**config.mk**
```make
export PLATFORM = sky130hd
export DESIGN_NAME = cslt_fifo
export DESIGN_NICKNAME = d
export VERILOG_FILES = /design/src/sv/cslt_pkg.sv /design/src/sv/cslt_fifo.sv
export SDC_FILE = /design/constraint.sdc
export NUM_CORES = 1
export LEC_CHECK = 0
export BUFFER_PORTS_ARGS = -buffer_cell sky130_fd_sc_hd__buf_4
export CAP_MARGIN = 20
export CORE_ASPECT_RATIO = 0.75
export CORE_MARGIN = 4
export CORE_UTILIZATION = 25
export DETAILED_ROUTE_END_ITERATION = 8
export GPL_TIMING_DRIVEN = 1
export HOLD_SLACK_MARGIN = 0.12
export PLACE_DENSITY = 0.44
export SYNTH_ARGS = -nofsm -noshare
export SYNTH_HDL_FRONTEND = slang
export SYNTH_SLANG_ARGS = --single-unit
```
**constraint.sdc**
```tcl
create_clock -name i_clk -period 22.2 [get_ports i_clk]
set_input_delay 1.11 -clock i_clk [delete_from_list [all_inputs] [get_ports i_clk]]
set_output_delay 1.11 -clock i_clk [all_outputs]
set_load 0.01 [all_outputs]
```
**src/sv/cslt_pkg.sv**
```systemverilog
// ----------------------------------------------------------------------------
// cslt_pkg
// Shared types and constants of the call stack latency tracker.
// ----------------------------------------------------------------------------
package cslt_pkg;

    localparam int THREAD_SLOTS = 16;
    localparam int STACK_SLOTS  = 32;
    localparam int SLOT_W       = $clog2(THREAD_SLOTS);
    localparam int DEPTH_W      = $clog2(STACK_SLOTS);
    localparam int ADDR_W       = SLOT_W + DEPTH_W;
    localparam int FRAMES       = THREAD_SLOTS * STACK_SLOTS;
    localparam int QUEUE_DEPTH  = 2;
    localparam int QPTR_W       = $clog2(QUEUE_DEPTH);
    localparam int QCNT_W       = $clog2(QUEUE_DEPTH + 1);

    localparam logic [DEPTH_W-1:0] FRAME_CAP = DEPTH_W'(STACK_SLOTS - 1);
    localparam logic [DEPTH_W-1:0] DEPTH_ONE = DEPTH_W'(1);

    localparam logic MODE_ENTRY  = 1'b0;
    localparam logic MODE_RETURN = 1'b1;

    typedef enum logic [2:0] {
        ST_PUSHED   = 3'd0,
        ST_OVERFLOW = 3'd1,
        ST_MATCHED  = 3'd2,
        ST_MISMATCH = 3'd3,
        ST_EMPTY    = 3'd4
    } t_status;

    typedef enum logic [1:0] {
        K_PUSH,
        K_OVERFLOW,
        K_EMPTY,
        K_POP
    } t_kind;

    typedef enum logic [1:0] {
        BK_IDLE,
        BK_EXEC,
        BK_DONE
    } t_back_state;

    typedef struct packed {
        logic        mode;
        logic [3:0]  thread_slot;
        logic [63:0] func_id;
        logic [30:0] line_number;
        logic [63:0] timestamp;
    } t_in;

    typedef struct packed {
        t_status     status;
        logic [4:0]  stack_depth;
        logic [63:0] pop_delay;
        logic [63:0] worst_func_id;
        logic [30:0] worst_line;
        logic [63:0] worst_delay;
    } t_out;

    // Classified transaction handed from the front end to the back end.
    typedef struct packed {
        t_kind              kind;
        logic [SLOT_W-1:0]  slot;
        logic [DEPTH_W-1:0] depth;
        logic [ADDR_W-1:0]  addr;
        logic [63:0]        func_id;
        logic [30:0]        line;
        logic [63:0]        timestamp;
    } t_op;

    typedef struct packed {
        logic [63:0] func_id;
        logic [30:0] line;
        logic [63:0] timestamp;
    } t_frame;

    // Completion report from the back end: new depth of one stack.
    typedef struct packed {
        logic               valid;
        logic [SLOT_W-1:0]  slot;
        logic [DEPTH_W-1:0] depth;
    } t_done;

endpackage

```
**src/sv/cslt_fifo.sv**
```systemverilog
// ----------------------------------------------------------------------------
// cslt_fifo
// Short queue of classified transactions between the front and back ends.
// ----------------------------------------------------------------------------
module cslt_fifo (
    input  logic            i_clk,
    input  logic            i_rst_n,
    input  logic            i_push,
    input  cslt_pkg::t_op   i_data,
    input  logic            i_pop,
    output cslt_pkg::t_op   o_head,
    output logic            o_empty,
    output logic            o_full
);

    cslt_pkg::t_op                    r_mem [cslt_pkg::QUEUE_DEPTH];
    logic [cslt_pkg::QPTR_W-1:0]      r_wp;
    logic [cslt_pkg::QPTR_W-1:0]      r_rp;
    logic [cslt_pkg::QCNT_W-1:0]      r_cnt;
    logic [cslt_pkg::QPTR_W-1:0]      n_wp;
    logic [cslt_pkg::QPTR_W-1:0]      n_rp;
    logic [cslt_pkg::QCNT_W-1:0]      n_cnt;
    logic                             do_push;
    logic                             do_pop;

    assign o_empty = (r_cnt == '0);
    assign o_full  = (r_cnt == cslt_pkg::QCNT_W'(cslt_pkg::QUEUE_DEPTH));
    assign o_head  = r_mem[r_rp];
    assign do_push = i_push && !o_full;
    assign do_pop  = i_pop && !o_empty;

    always_comb begin
        n_wp  = r_wp;
        n_rp  = r_rp;
        n_cnt = r_cnt;
        if (do_push) begin
            n_wp = (r_wp == cslt_pkg::QPTR_W'(cslt_pkg::QUEUE_DEPTH - 1)) ? '0 : r_wp + 1'b1;
        end
        if (do_pop) begin
            n_rp = (r_rp == cslt_pkg::QPTR_W'(cslt_pkg::QUEUE_DEPTH - 1)) ? '0 : r_rp + 1'b1;
        end
        if (do_push && !do_pop) begin
            n_cnt = r_cnt + 1'b1;
        end else if (do_pop && !do_push) begin
            n_cnt = r_cnt - 1'b1;
        end
    end

    always_ff @(posedge i_clk) begin
        if (!i_rst_n) begin
            r_wp  <= '0;
            r_rp  <= '0;
            r_cnt <= '0;
        end else begin
            r_wp  <= n_wp;
            r_rp  <= n_rp;
            r_cnt <= n_cnt;
        end
    end

    always_ff @(posedge i_clk) begin
        if (do_push) begin
            r_mem[r_wp] <= i_data;
        end
    end

endmodule

```
# After elaboration in Yosys (flattened, before gate mapping)
# Memory sizes are Yosys's and may differ from the RTL's. A register that Yosys moved wholly into a read port is not among the register bits.
# Cells that the tools add are included.
# Widths: inputs -> output; s select.
# totals
regBits	4
ramBits	358
in_bits	183
output_inout_bits	181
wordCells	27
n_memories	1
# memory_table
memory	depth	word_bits	read_ports	rd_clocked_by_memory_dff	wr	line	rtl
r_mem	2	179	1	1	1	cslt_fifo.sv:16	cslt_pkg::t_op r_mem [cslt_pkg::QUEUE_DEPTH];
# classes
addsub	4
n_eq_ne	1
n_mux	8
reduce_logical	10
# op_table
cell	count
$mux 1	6
$logic_and 1x1->1	4
$logic_not 1->1	4
$mux 2	2
$add 1x1->1 const B	2
$add 2x1->2 const B	1
$eq 2x2->1 const B	1
$logic_not 2->1	1
$reduce_bool 2->1	1
$sub 2x1->2 const B	1

# Logic depth before layout (Yosys ltp)
# Gate-level depths: netlist (run 1).
# logic_depth
word_depth	7
mapped_depth	7
mapped_depth_nobuf	7

# Worst setup path after synthesis (run 1)
# No wires, ideal clock.
# synth_timing
path_kind	input-to-reg
start	in i_push
end	mem r_mem[0][0] (netlist name) (enable)
setup_time_ps	687
arrival_time_ps	8057
t_required_ps	21513
slack_ps	13456
cell_stages	2
n_path_buf	0
cell_sequence	inv_1 > nor3_2
# synth_via
elab_chain_len	3
# synth_lines
element	line	rtl
start: declaration	cslt_fifo.sv:8	input logic i_push,
$logic_and 1x1->1	cslt_fifo.sv:29	assign do_push = i_push && !o_full;
$mux 1	cslt_fifo.sv:62	if (do_push) begin
$mux 1 (not written as such)	cslt_fifo.sv:63	r_mem[r_wp] <= i_data;
end: declaration	cslt_fifo.sv:16	
# No other way between the ends.

==> flow_summary.ini, run 1 <==
[min_path]
hp-class = flip-flop to flip-flop

[yosys]
seq_area_frac_synth_pct = 80.0
yosysTopAreaCellShare_pct = 79.3
synth_area_um2 = 13600
yosys_warnings = 0
yosys-top-cells-area = edfxtp_1 79%, mux2_4 11%, mux2_2 6.6%, buf_6 1.2%, dfxtp_1 0.74%
netlist.top_cell.by_area = edfxtp_1
synth.avg_cell_area_um2 = 23.3
synth-seq-cells = 363
synthCells = 582
synthDistinctLibCells = 21
synth_nets = 766

[sta]
period_needed_ns = 4.53
hold_viol = 0
final-setup-viol-count = 0
max_slew_margin_pct = 33.2
finalMaxSlewViolations = 0
max_clock_freq_mhz = 221
fin_skew_ns = 0.0167
timing.hold.ws_ns = 0.523
fin_crit_sh_pct = 20.4
worst_pin_slew_ns = 1.00
rsz0062_at_grt = no
setup_tns_ns = 0

[grt]
globalRouteTotalUtil_pct = 10.4
antenna_found_initial = 2
grt_pass1_vias = 7054
grt_pass1_wl_um = 45900
grt_max_degree = 70
overflow = 0

[clock_tree]
cts_root_buf = clkbuf_16
tritoncts = built
cts_resized = 0
numCtsBuffers = 40
clk_path_buf_depth = 3
cts_setup_buffers = 0
path_clk_slew_ns = 0.06
ctsHoldBuffers = 0
htree_levels = 2
cts.sinks = 363
clk-insertion-delay-late_ns = 0.55

[critical_path]
path_buf_inv = 3
cp_slowest_cell = buf_4
max_stage_delay_ns = 0.91
crit_family = buffers and inverters
cp_data_required_time_ns = 21.09
critPathMaxFanout = 55
crit_chain = buf_4 -> buf_4 -> mux2_2 -> buf_4
cp-start-kind = flip-flop
path_class = flip-flop to output pin
crit_path_end_kind = output pin
crit_top_cell = buf_4
arrival_ns = 3.42

[route]
drcViolationCount = 0
vias = 6706
wire_per_inst_um = 18.4
first_pass_iters = 7
wl_um = 31700
drt_first_iter_violations = 350
post_drt_via_cell_ratio = 3.90
postRouteAntennaNets = 0

[placement]
gp_congestion = 0.676
place_inst = 1645
portBuffers = 363
dp_hpwl_um = 21000

[die]
die_area_um2 = 58100
dieWidth_um = 277
initial_core_util_pct = 25.4
coreArea_um2 = 53300
die_h_um = 210
fp-row-count = 73
ios = 364

[cells_and_area]
final_net_count = 1159
instances_no_fill = 1719
drive_gt1_share_pct = 59.8
syn_to_final_growth_pct = 34.8
n_fill_cell = 5188

[pwr]
ir_worst_vdd_mv = 0.0514
p_leak_nw = 6.82
power_density_nw_per_um2 = 114

[status]
status = finished clean

[job]
drv_cap = 0
[per-layer routing]
metal / GRT usage, % / vias up / part of all wire [%]
met4: 3.06 / 4 / 2.1
met2: 16.1 / 234 / 46
met3: 4.76 / 52 / 9.7
met1: 13.2 / 3312 / 42
met5: 0 / - / 0.079
li1: - / 3104 / -
[cells in the final DEF (no fill, tap or decap), types with 2 or more instances in the layout]
master | synthesis | layout
and2_1 | 3 | 3
clkbuf_16 | 0 | 42
inv_1 | 2 | 2
clkinv_2 | 0 | 3
mux2_2 | 79 | 79
edfxtp_1 | 358 | 358
clkinv_1 | 0 | 11
xnor2_1 | 2 | 2
buf_4 | 0 | 371
nor2_1 | 2 | 2
mux2_4 | 100 | 100
dfxtp_1 | 5 | 4
clkbuf_1 | 0 | 13
[Yosys cell counts]
cell type    n
ha_1         1
a21boi_0     1
buf_6       14
and2_1       3
or3_1        1
xor2_1       1
and3_1       1
o21ai_0      1
mux2_4     100
o21a_1       1
inv_1        2
o21ai_1      1
nor2_1       2
xnor2_1      2
nor3_2       1
mux2_2      79
nand2b_1     1
buf_2        6
dfxtp_1      5
a21boi_1     1
edfxtp_1   358
[sequential cells by signal, indices dropped and copies added, names as in the netlist, named ones only]
signal  flops
r_cnt       2
r_wp        1
r_rp        1
r_mem     358
[worst paths after layout]
check | startpoint | end | slack (ns) | depth (start not counted)
worst min-delay path | r_cnt[1]$_SDFFE_PN0P_ | r_cnt[1]$_SDFFE_PN0P_ | 0.52 | 2
worst max register to register | r_cnt[0]$_SDFFE_PN0P_ | r_mem[0][73]$_DFFE_PP_ | 18.86 | 5
worst max-delay path | flip-flop | o_head[4] | 17.67 | 4
worst min register to register | r_cnt[1]$_SDFFE_PN0P_ | r_cnt[1]$_SDFFE_PN0P_ | 0.52 | 2
[metrics by stage]
stage,worst slack [ns],util (%),power (mW),cell area [µm²]
5_1_grt,17.44,34.3,2.19,18300
6_report,17.67,34.3,2.08,18300
3_5_place_dp,18.12,32.0,1.50,17100
2_1_floorplan,13.46,-,1.25,13600
3_3_place_gp,18.10,32.0,1.50,17100
4_1_cts,17.52,34.3,2.13,18300
[worst min-delay path, stage by stage, from the launching register on]
cell,delay [ns]
dfxtp_1,0.34
o21ai_0,0.08
a21boi_1,0.06
[area by class of cell]
type / instances / area, µm² / area share (%)
flip-flops and latches: 363 / 10900 / 59.4
repair buffers: 371 / 2790 / 15.2
multi-input cells: 197 / 2530 / 13.8
clock buffers: 55 / 1100 / 6.01
well taps: 712 / 891 / 4.87
clock inverters: 18 / 119 / 0.650
inverters: 2 / 7.51 / 0.0411
diodes: 1 / 2.50 / 0.0137
[report_power, final]
group          leakage [nW]  switching [mW]  internal, mW
Clock                 0.587           0.259         0.358
Sequential             3.38          0.0254         0.862
Combinational          2.85           0.273         0.306
Total                  6.82           0.557          1.53
[cells by family (layout without fill, tap and decap cells)]
family	after synthesis	in the layout	synth area share, %
flip-flops	363	363	80.0
other	0	1	0
adder cells (fa/ha/maj)	1	1	0.0922
buffers and inverters	22	446	1.44
XOR/XNOR	3	3	0.194
multiplexers	179	179	17.6
AO/OA/AOI/OAI	5	5	0.240
AND/OR/NAND/NOR	9	9	0.406
(Power assumes the default switching activity.)
==> inputs of run 2 (changes only) <==
Settings changed: ABC_AREA from default to 1, PLACE_DENSITY 0.44 to 0.46.
Clock period 22.2 ns to 3.7 ns, I/O delays scaled along.
==> run 2 against run 1 <==
  * Sequential power rose to 6.0 times the previous value
  * Sequential cell count unchanged
  * Critical path depth down 1
  * Non-clock buffer count up 183
  * Cell count up 11%
  * Die area about the same
  * Worst setup slack worse by 16 ns
  * Global-route usage up 0.17 points
  * Routed wire length up 0.72%
  * Count of clock-buffer cells in the layout down 8
  * Highest routed layer unchanged
==> flow_summary.ini, run 2 <==
[status]
status = finished clean

[route]
postRouteAntennaNets = 0
wire_per_inst_um = 16.7
drcViolationCount = 0
drt_first_iter_violations = 341
post_drt_via_cell_ratio = 3.92
vias = 7495
first_pass_iters = 4
wl_um = 31900

[clock_tree]
tritoncts = built
cts_root_buf = clkbuf_16
cts.sinks = 363
path_clk_slew_ns = 0.06
clk-insertion-delay-late_ns = 0.53
htree_levels = 2
clk_path_buf_depth = 3
numCtsBuffers = 39

[yosys]
netlist.top_cell.by_area = edfxtp_1
synth-seq-cells = 363
seq_area_frac_synth_pct = 80.0
ys_top_cells_by_count = 358 x edfxtp_1, 100 x mux2_4, 79 x mux2_2
synth.avg_cell_area_um2 = 22.8
yosysTopAreaCellShare_pct = 79.2
synth_most_common_cell = edfxtp_1
async_flop_share_pct = 0
yosys-top-cells-area = edfxtp_1 79%, mux2_4 11%, mux2_2 6.6%, buf_6 1.2%, dfxtp_1 0.74%
synth_nets = 779
synthCells = 595
synth_ff_type = edfxtp_1
yosys_warnings = 0
synth_area_um2 = 13600
synthDistinctLibCells = 14
synth_edf_count = 358

[critical_path]
crit_chain = buf_4 -> mux2_2 -> buf_4
path_class = flip-flop to output pin
path_buf_inv = 2
max_stage_delay_ns = 0.78
crit_path_end_kind = output pin
critPathMaxFanout = 36
crit_family = flip-flops
arrival_ns = 2.30
cp_data_required_time_ns = 3.51
cp_slowest_cell = dfxtp_4
crit_top_cell = buf_4
cp-start-kind = flip-flop
r2r_setup_slack_ns = 1.64

[cells_and_area]
largest_reg_flops = 358
final_cell_mix = 366 x buf_4, 358 x edfxtp_1, 181 x dlygate4sd3_1
final_net_count = 1354
instances_no_fill = 1910
reg.largest.list = r_mem: 358 flops, r_cnt: 2 flops
drive_gt1_share_pct = 50.4
largest_register = r_mem
diodes = 0
syn_to_final_growth_pct = 48.6
final_common_cell = buf_4

[placement]
portBuffers = 363
dp_slack_ns = 1.55
dp_hpwl_um = 20600
gp_congestion = 0.733
place_inst = 1660

[sta]
fin_crit_sh_pct = 67.2
max_slew_margin_pct = 52.5
hold_viol = 0
fin_skew_ns = 0.0127
worst_pin_slew_ns = 0.711
period_needed_ns = 2.49
max_clock_freq_mhz = 402
finalMaxSlewViolations = 0
setup_tns_ns = 0
setup_ws_ns = 1.21
final-setup-viol-count = 0
rsz0062_at_grt = no

[pwr]
p_leak_nw = 7.63
ir_worst_vdd_mv = 0.367
p_total_mw = 12.3
power_density_nw_per_um2 = 608

[die]
initial_core_util_pct = 25.4
ios = 364
die_h_um = 210
coreArea_um2 = 53300
die_area_um2 = 58100
dieWidth_um = 277
fp-row-count = 73

[min_path]
hp-class = input pin to flip-flop

[grt]
overflow = 0
grt_max_degree = 98
globalRouteTotalUtil_pct = 10.6
grt_pass1_vias = 8053
antenna_found_initial = 1
grt_pass1_wl_um = 48100

[job]
drv_cap = 0
run 2: repair_timing:
action	4_1_cts	5_1_grt
endpoints found under the hold margin	363	0
hold buffers	181	0
setup buffers	0	0
gates resized for setup	0	0
run 2: layer usage:
layer / GRT usage (%) / vias up / routed length (µm)
met5: 0 / - / 7
met4: 2.99 / 2 / 642
met3: 3.95 / 47 / 2570
met2: 16.6 / 247 / 14600
met1: 13.7 / 3699 / 14100
li1: - / 3500 / -
run 2: logic make-up (layout without fill, tap and decap cells):
logic type | count (synthesis) | in the layout | share of synthesized area, %
fa+ha+maj | 1 | 1 | 0.0922
mux | 179 | 179 | 17.6
compound gates | 4 | 4 | 0.147
simple gates | 19 | 19 | 0.553
flops | 363 | 363 | 80.0
buf+inv | 29 | 632 | 1.63
run 2: path summary, 6_finish.rpt:
| check | start | to | cells past startpoint |
|---|---|---|---|
| worst max register to register | r_cnt[0]$_SDFFE_PN0P_ | r_mem[0][7]$_DFFE_PP_ | 3 |
| worst min-delay path | i_push | r_wp$_SDFFE_PN0P_ | 4 |
| worst max-delay path | flip-flop | o_head[162] | 3 |
| worst min register to register | r_rp$_SDFFE_PN0P_ | flip-flop | 2 |
run 2: final cells by class:
cell class / instances / area, µm²
multi-input combinational: 203 / 2510
tap: 712 / 891
sequential: 363 / 10900
clock buffer: 47 / 1050
timing repair buffer: 554 / 4700
fill: 5002 / 33200
inverter: 9 / 33.8
clock inverter: 22 / 120
run 2: worst register-to-register path, delay by kind of cell, from the launching register on:
family,cells,cell delay (ns)
buffers and inverters,1,0.49
AOI/OAI and AO/OA,1,0.20
DFF,1,0.38
and+or+nand+nor,1,0.62
run 2: power breakdown:
part / internal [mW] / switching (mW) / leakage (nW) / total (mW)
registers: 5.20 / 0.173 / 3.38 / 5.37
logic: 1.76 / 1.52 / 3.68 / 3.29
clock network: 2.07 / 1.53 / 0.572 / 3.60
total: 9.04 / 3.22 / 7.63 / 12.3
run 2: stage by stage:
stage | hold WS [ns] | area [µm²] | utilization (%)
global placement | 0.370 | 17200 | 32.2
global route | 0.158 | 20200 | 37.8
detailed placement | 0.372 | 17200 | 32.2
floorplan | 0.284 | 13600 | -
finish | 0.170 | 20200 | 37.8
CTS | 0.121 | 20200 | 37.8
==> inputs of run 3 (changes only) <==
Settings changed: ABC_AREA 1 to 0.
Clock period 3.7 ns to 2.15 ns, I/O delays scaled along.
==> run 3 against run 2 <==
  * Clock skew increased by 0.0031 ns
  * Cell area increased by 1.4%
  * First-iteration DRC count decreased by 20%
  * Power increased by 82%
  * Combinational power increased by 100%
  * Routed wire length increased by 0.11%
  * Sequential share of layout area decreased by 0.74 points
  * Die area about the same
  * Worst setup slack got worse by 1.1 ns
  * Cell count increased by 0.31%
  * Critical path type unchanged
  * Largest cell class unchanged
  * Highest routed layer unchanged
==> flow_summary.ini, run 3 (synthesis gave the netlist of run 1 again) <==
[status]
status = finished clean

[route]
wl_um = 31900
first_pass_iters = 4
drcViolationCount = 0
postRouteAntennaNets = 0
vias = 7468
post_drt_via_cell_ratio = 3.90
wire_per_inst_um = 16.7
drt_first_iter_violations = 273

[critical_path]
path_class = flip-flop to output pin
cp-start-kind = flip-flop
reg2reg_from = r_cnt[0]$_SDFFE_PN0P_
worst-r2r-cell-count = 4
arrival_ns = 1.93
r2r_setup_slack_ns = 0.47
r2r_end = r_mem[0][87]$_DFFE_PP_
crit_path_end_kind = output pin
critPathMaxFanout = 30
cp_data_required_time_ns = 2.04

[die]
initial_core_util_pct = 25.4
die_area_um2 = 58100
coreArea_um2 = 53300
fp-row-count = 73
ios = 364
dieWidth_um = 277
die_h_um = 210

[pwr]
p_sw_share_pct = 26.6
power_density_nw_per_um2 = 1090
p_int_mw = 16.4
p_leak_nw = 7.75
p_switching_mw = 5.92
seqPwrFrac_pct = 40.8
p_total_mw = 22.3
combPwrFrac_pct = 29.8
clkPwrFrac_pct = 29.3
ir_worst_vdd_mv = 0.556

[cells_and_area]
largest_register = r_mem
multi_input_area_um2 = 2540
regArea_um2 = 10900
syn_to_final_growth_pct = 50.7
n_fill_cell = 4996
largest_reg_flops = 358
final_net_count = 1359
reg.largest.list = r_mem: 358 flops, r_cnt: 2 flops
final_common_cell = buf_4
diodes = 0
drive_gt1_share_pct = 52.2
final_cell_mix = 376 x buf_4, 358 x edfxtp_1, 183 x dlygate4sd3_1

[sta]
period_needed_ns = 2.04
worst_pin_slew_ns = 0.571
final-setup-viol-count = 0
rsz0062_at_grt = no
setup_tns_ns = 0
max_slew_margin_pct = 61.9
fin_skew_ns = 0.0158
fin_crit_sh_pct = 94.8
timing.hold.ws_ns = 0.288
max_clock_freq_mhz = 490
setup_ws_ns = 0.111
finalMaxSlewViolations = 0
hold_viol = 0

[grt]
grt_pass1_vias = 7965
grt_max_degree = 77
overflow = 0
grt_pass1_wl_um = 47900
antenna_found_initial = 1
globalRouteTotalUtil_pct = 10.5

[min_path]
min_path_cells = 2
hold_end = r_mem[0][29]$_DFFE_PP_
hp-class = input pin to flip-flop
holdCritStartpoint = i_data[29]

[job]
drv_cap = 0

[clock_tree]
htree_levels = 2
numCtsBuffers = 40
cts_root_buf = clkbuf_16
clk-insertion-delay-late_ns = 0.54
clk_path_buf_depth = 3
path_clk_slew_ns = 0.06
tritoncts = built
cts.sinks = 363

[placement]
dp_hpwl_um = 21300
gp_congestion = 0.704
dp_slack_ns = 0.474
portBuffers = 363
==> run 3: cell types whose count changed in the layout (fill, tap and decap cells not counted), sizes merged, moves of 3 or more <==
cell	before	now
nand2	6	0
and2	0	3
inv	9	4
buf	373	387
clkbuf	47	50
nor2	11	2
clkinv	20	17
==> run 3: metal layers <==
metal / track usage (%) / vias to the layer above / share of wire, %
met3: 3.58 / 52 / 7.2
met5: 0 / - / 0.041
met2: 16.2 / 237 / 46
met4: 2.88 / 2 / 1.8
li1: - / 3517 / -
met1: 14.2 / 3660 / 45
==> run 3: what timing repair did <==
item / CTS / global route
setup buffers: 0 / 0
gates cloned: 0 / 1
endpoints found under the setup margin: 12 / 27
endpoints found under the hold margin: 363 / 0
hold buffers: 183 / 0
resized for setup: 1 / 1
==> run 3: power groups by stage <==
stage	sequential, mW	combinational [mW]	clock (mW)
2_1_floorplan	9.31	3.54	0
3_3_place_gp	9.22	6.47	0
3_5_place_dp	9.25	6.46	0
4_1_cts	9.10	6.78	6.83
5_1_grt	9.17	7.12	7.14
6_report	9.09	6.65	6.54
==> run 3: area by class of cell <==
| type | instances | share of cell area, % |
|---|---|---|
| Sequential cell | 363 | 53.1 |
| Clock buffer | 49 | 5.17 |
| Inverter | 2 | 0.0490 |
| Clock inverter | 22 | 0.955 |
| Timing Repair Buffer | 571 | 24.0 |
| Multi-Input combinational cell | 197 | 12.4 |
| Tap cell | 712 | 4.36 |
==> run 3: worst max-delay path, stage by stage (launching register included) <==
cell and delay, ns:
dfxtp_4 0.38, buf_12 0.23, clkbuf_16 0.27, mux2_4 0.32, buf_4 0.14
==> run 3: worst max path at each step <==
stage,endpoint,startpoint,slack [ns],cells after the start
floorplan,r_mem[0][0]$_DFFE_PP_,r_cnt[0]$_SDFFE_PN0P_,-3.12,3
global placement,r_mem[0][93]$_DFFE_PP_,r_cnt[0]$_SDFFE_PN0P_,0.48,4
detailed placement,r_mem[0][88]$_DFFE_PP_,r_cnt[0]$_SDFFE_PN0P_,0.47,4
CTS,o_head[142],flip-flop,0.0006,4
global route,o_head[176],flip-flop,0.003,4
finish,o_head[83],flip-flop,0.11,4
==> run 3: through the flow <==
| stage | utilization, % | area, µm² | std cells |
|---|---|---|---|
| floorplan | - | 13600 | 582 |
| detailed placement | 32.5 | 17300 | 1661 |
| finish | 38.3 | 20400 | 1916 |
| CTS | 38.3 | 20400 | 1915 |
| global placement | 32.5 | 17300 | 1661 |
| global route | 38.3 | 20400 | 1916 |
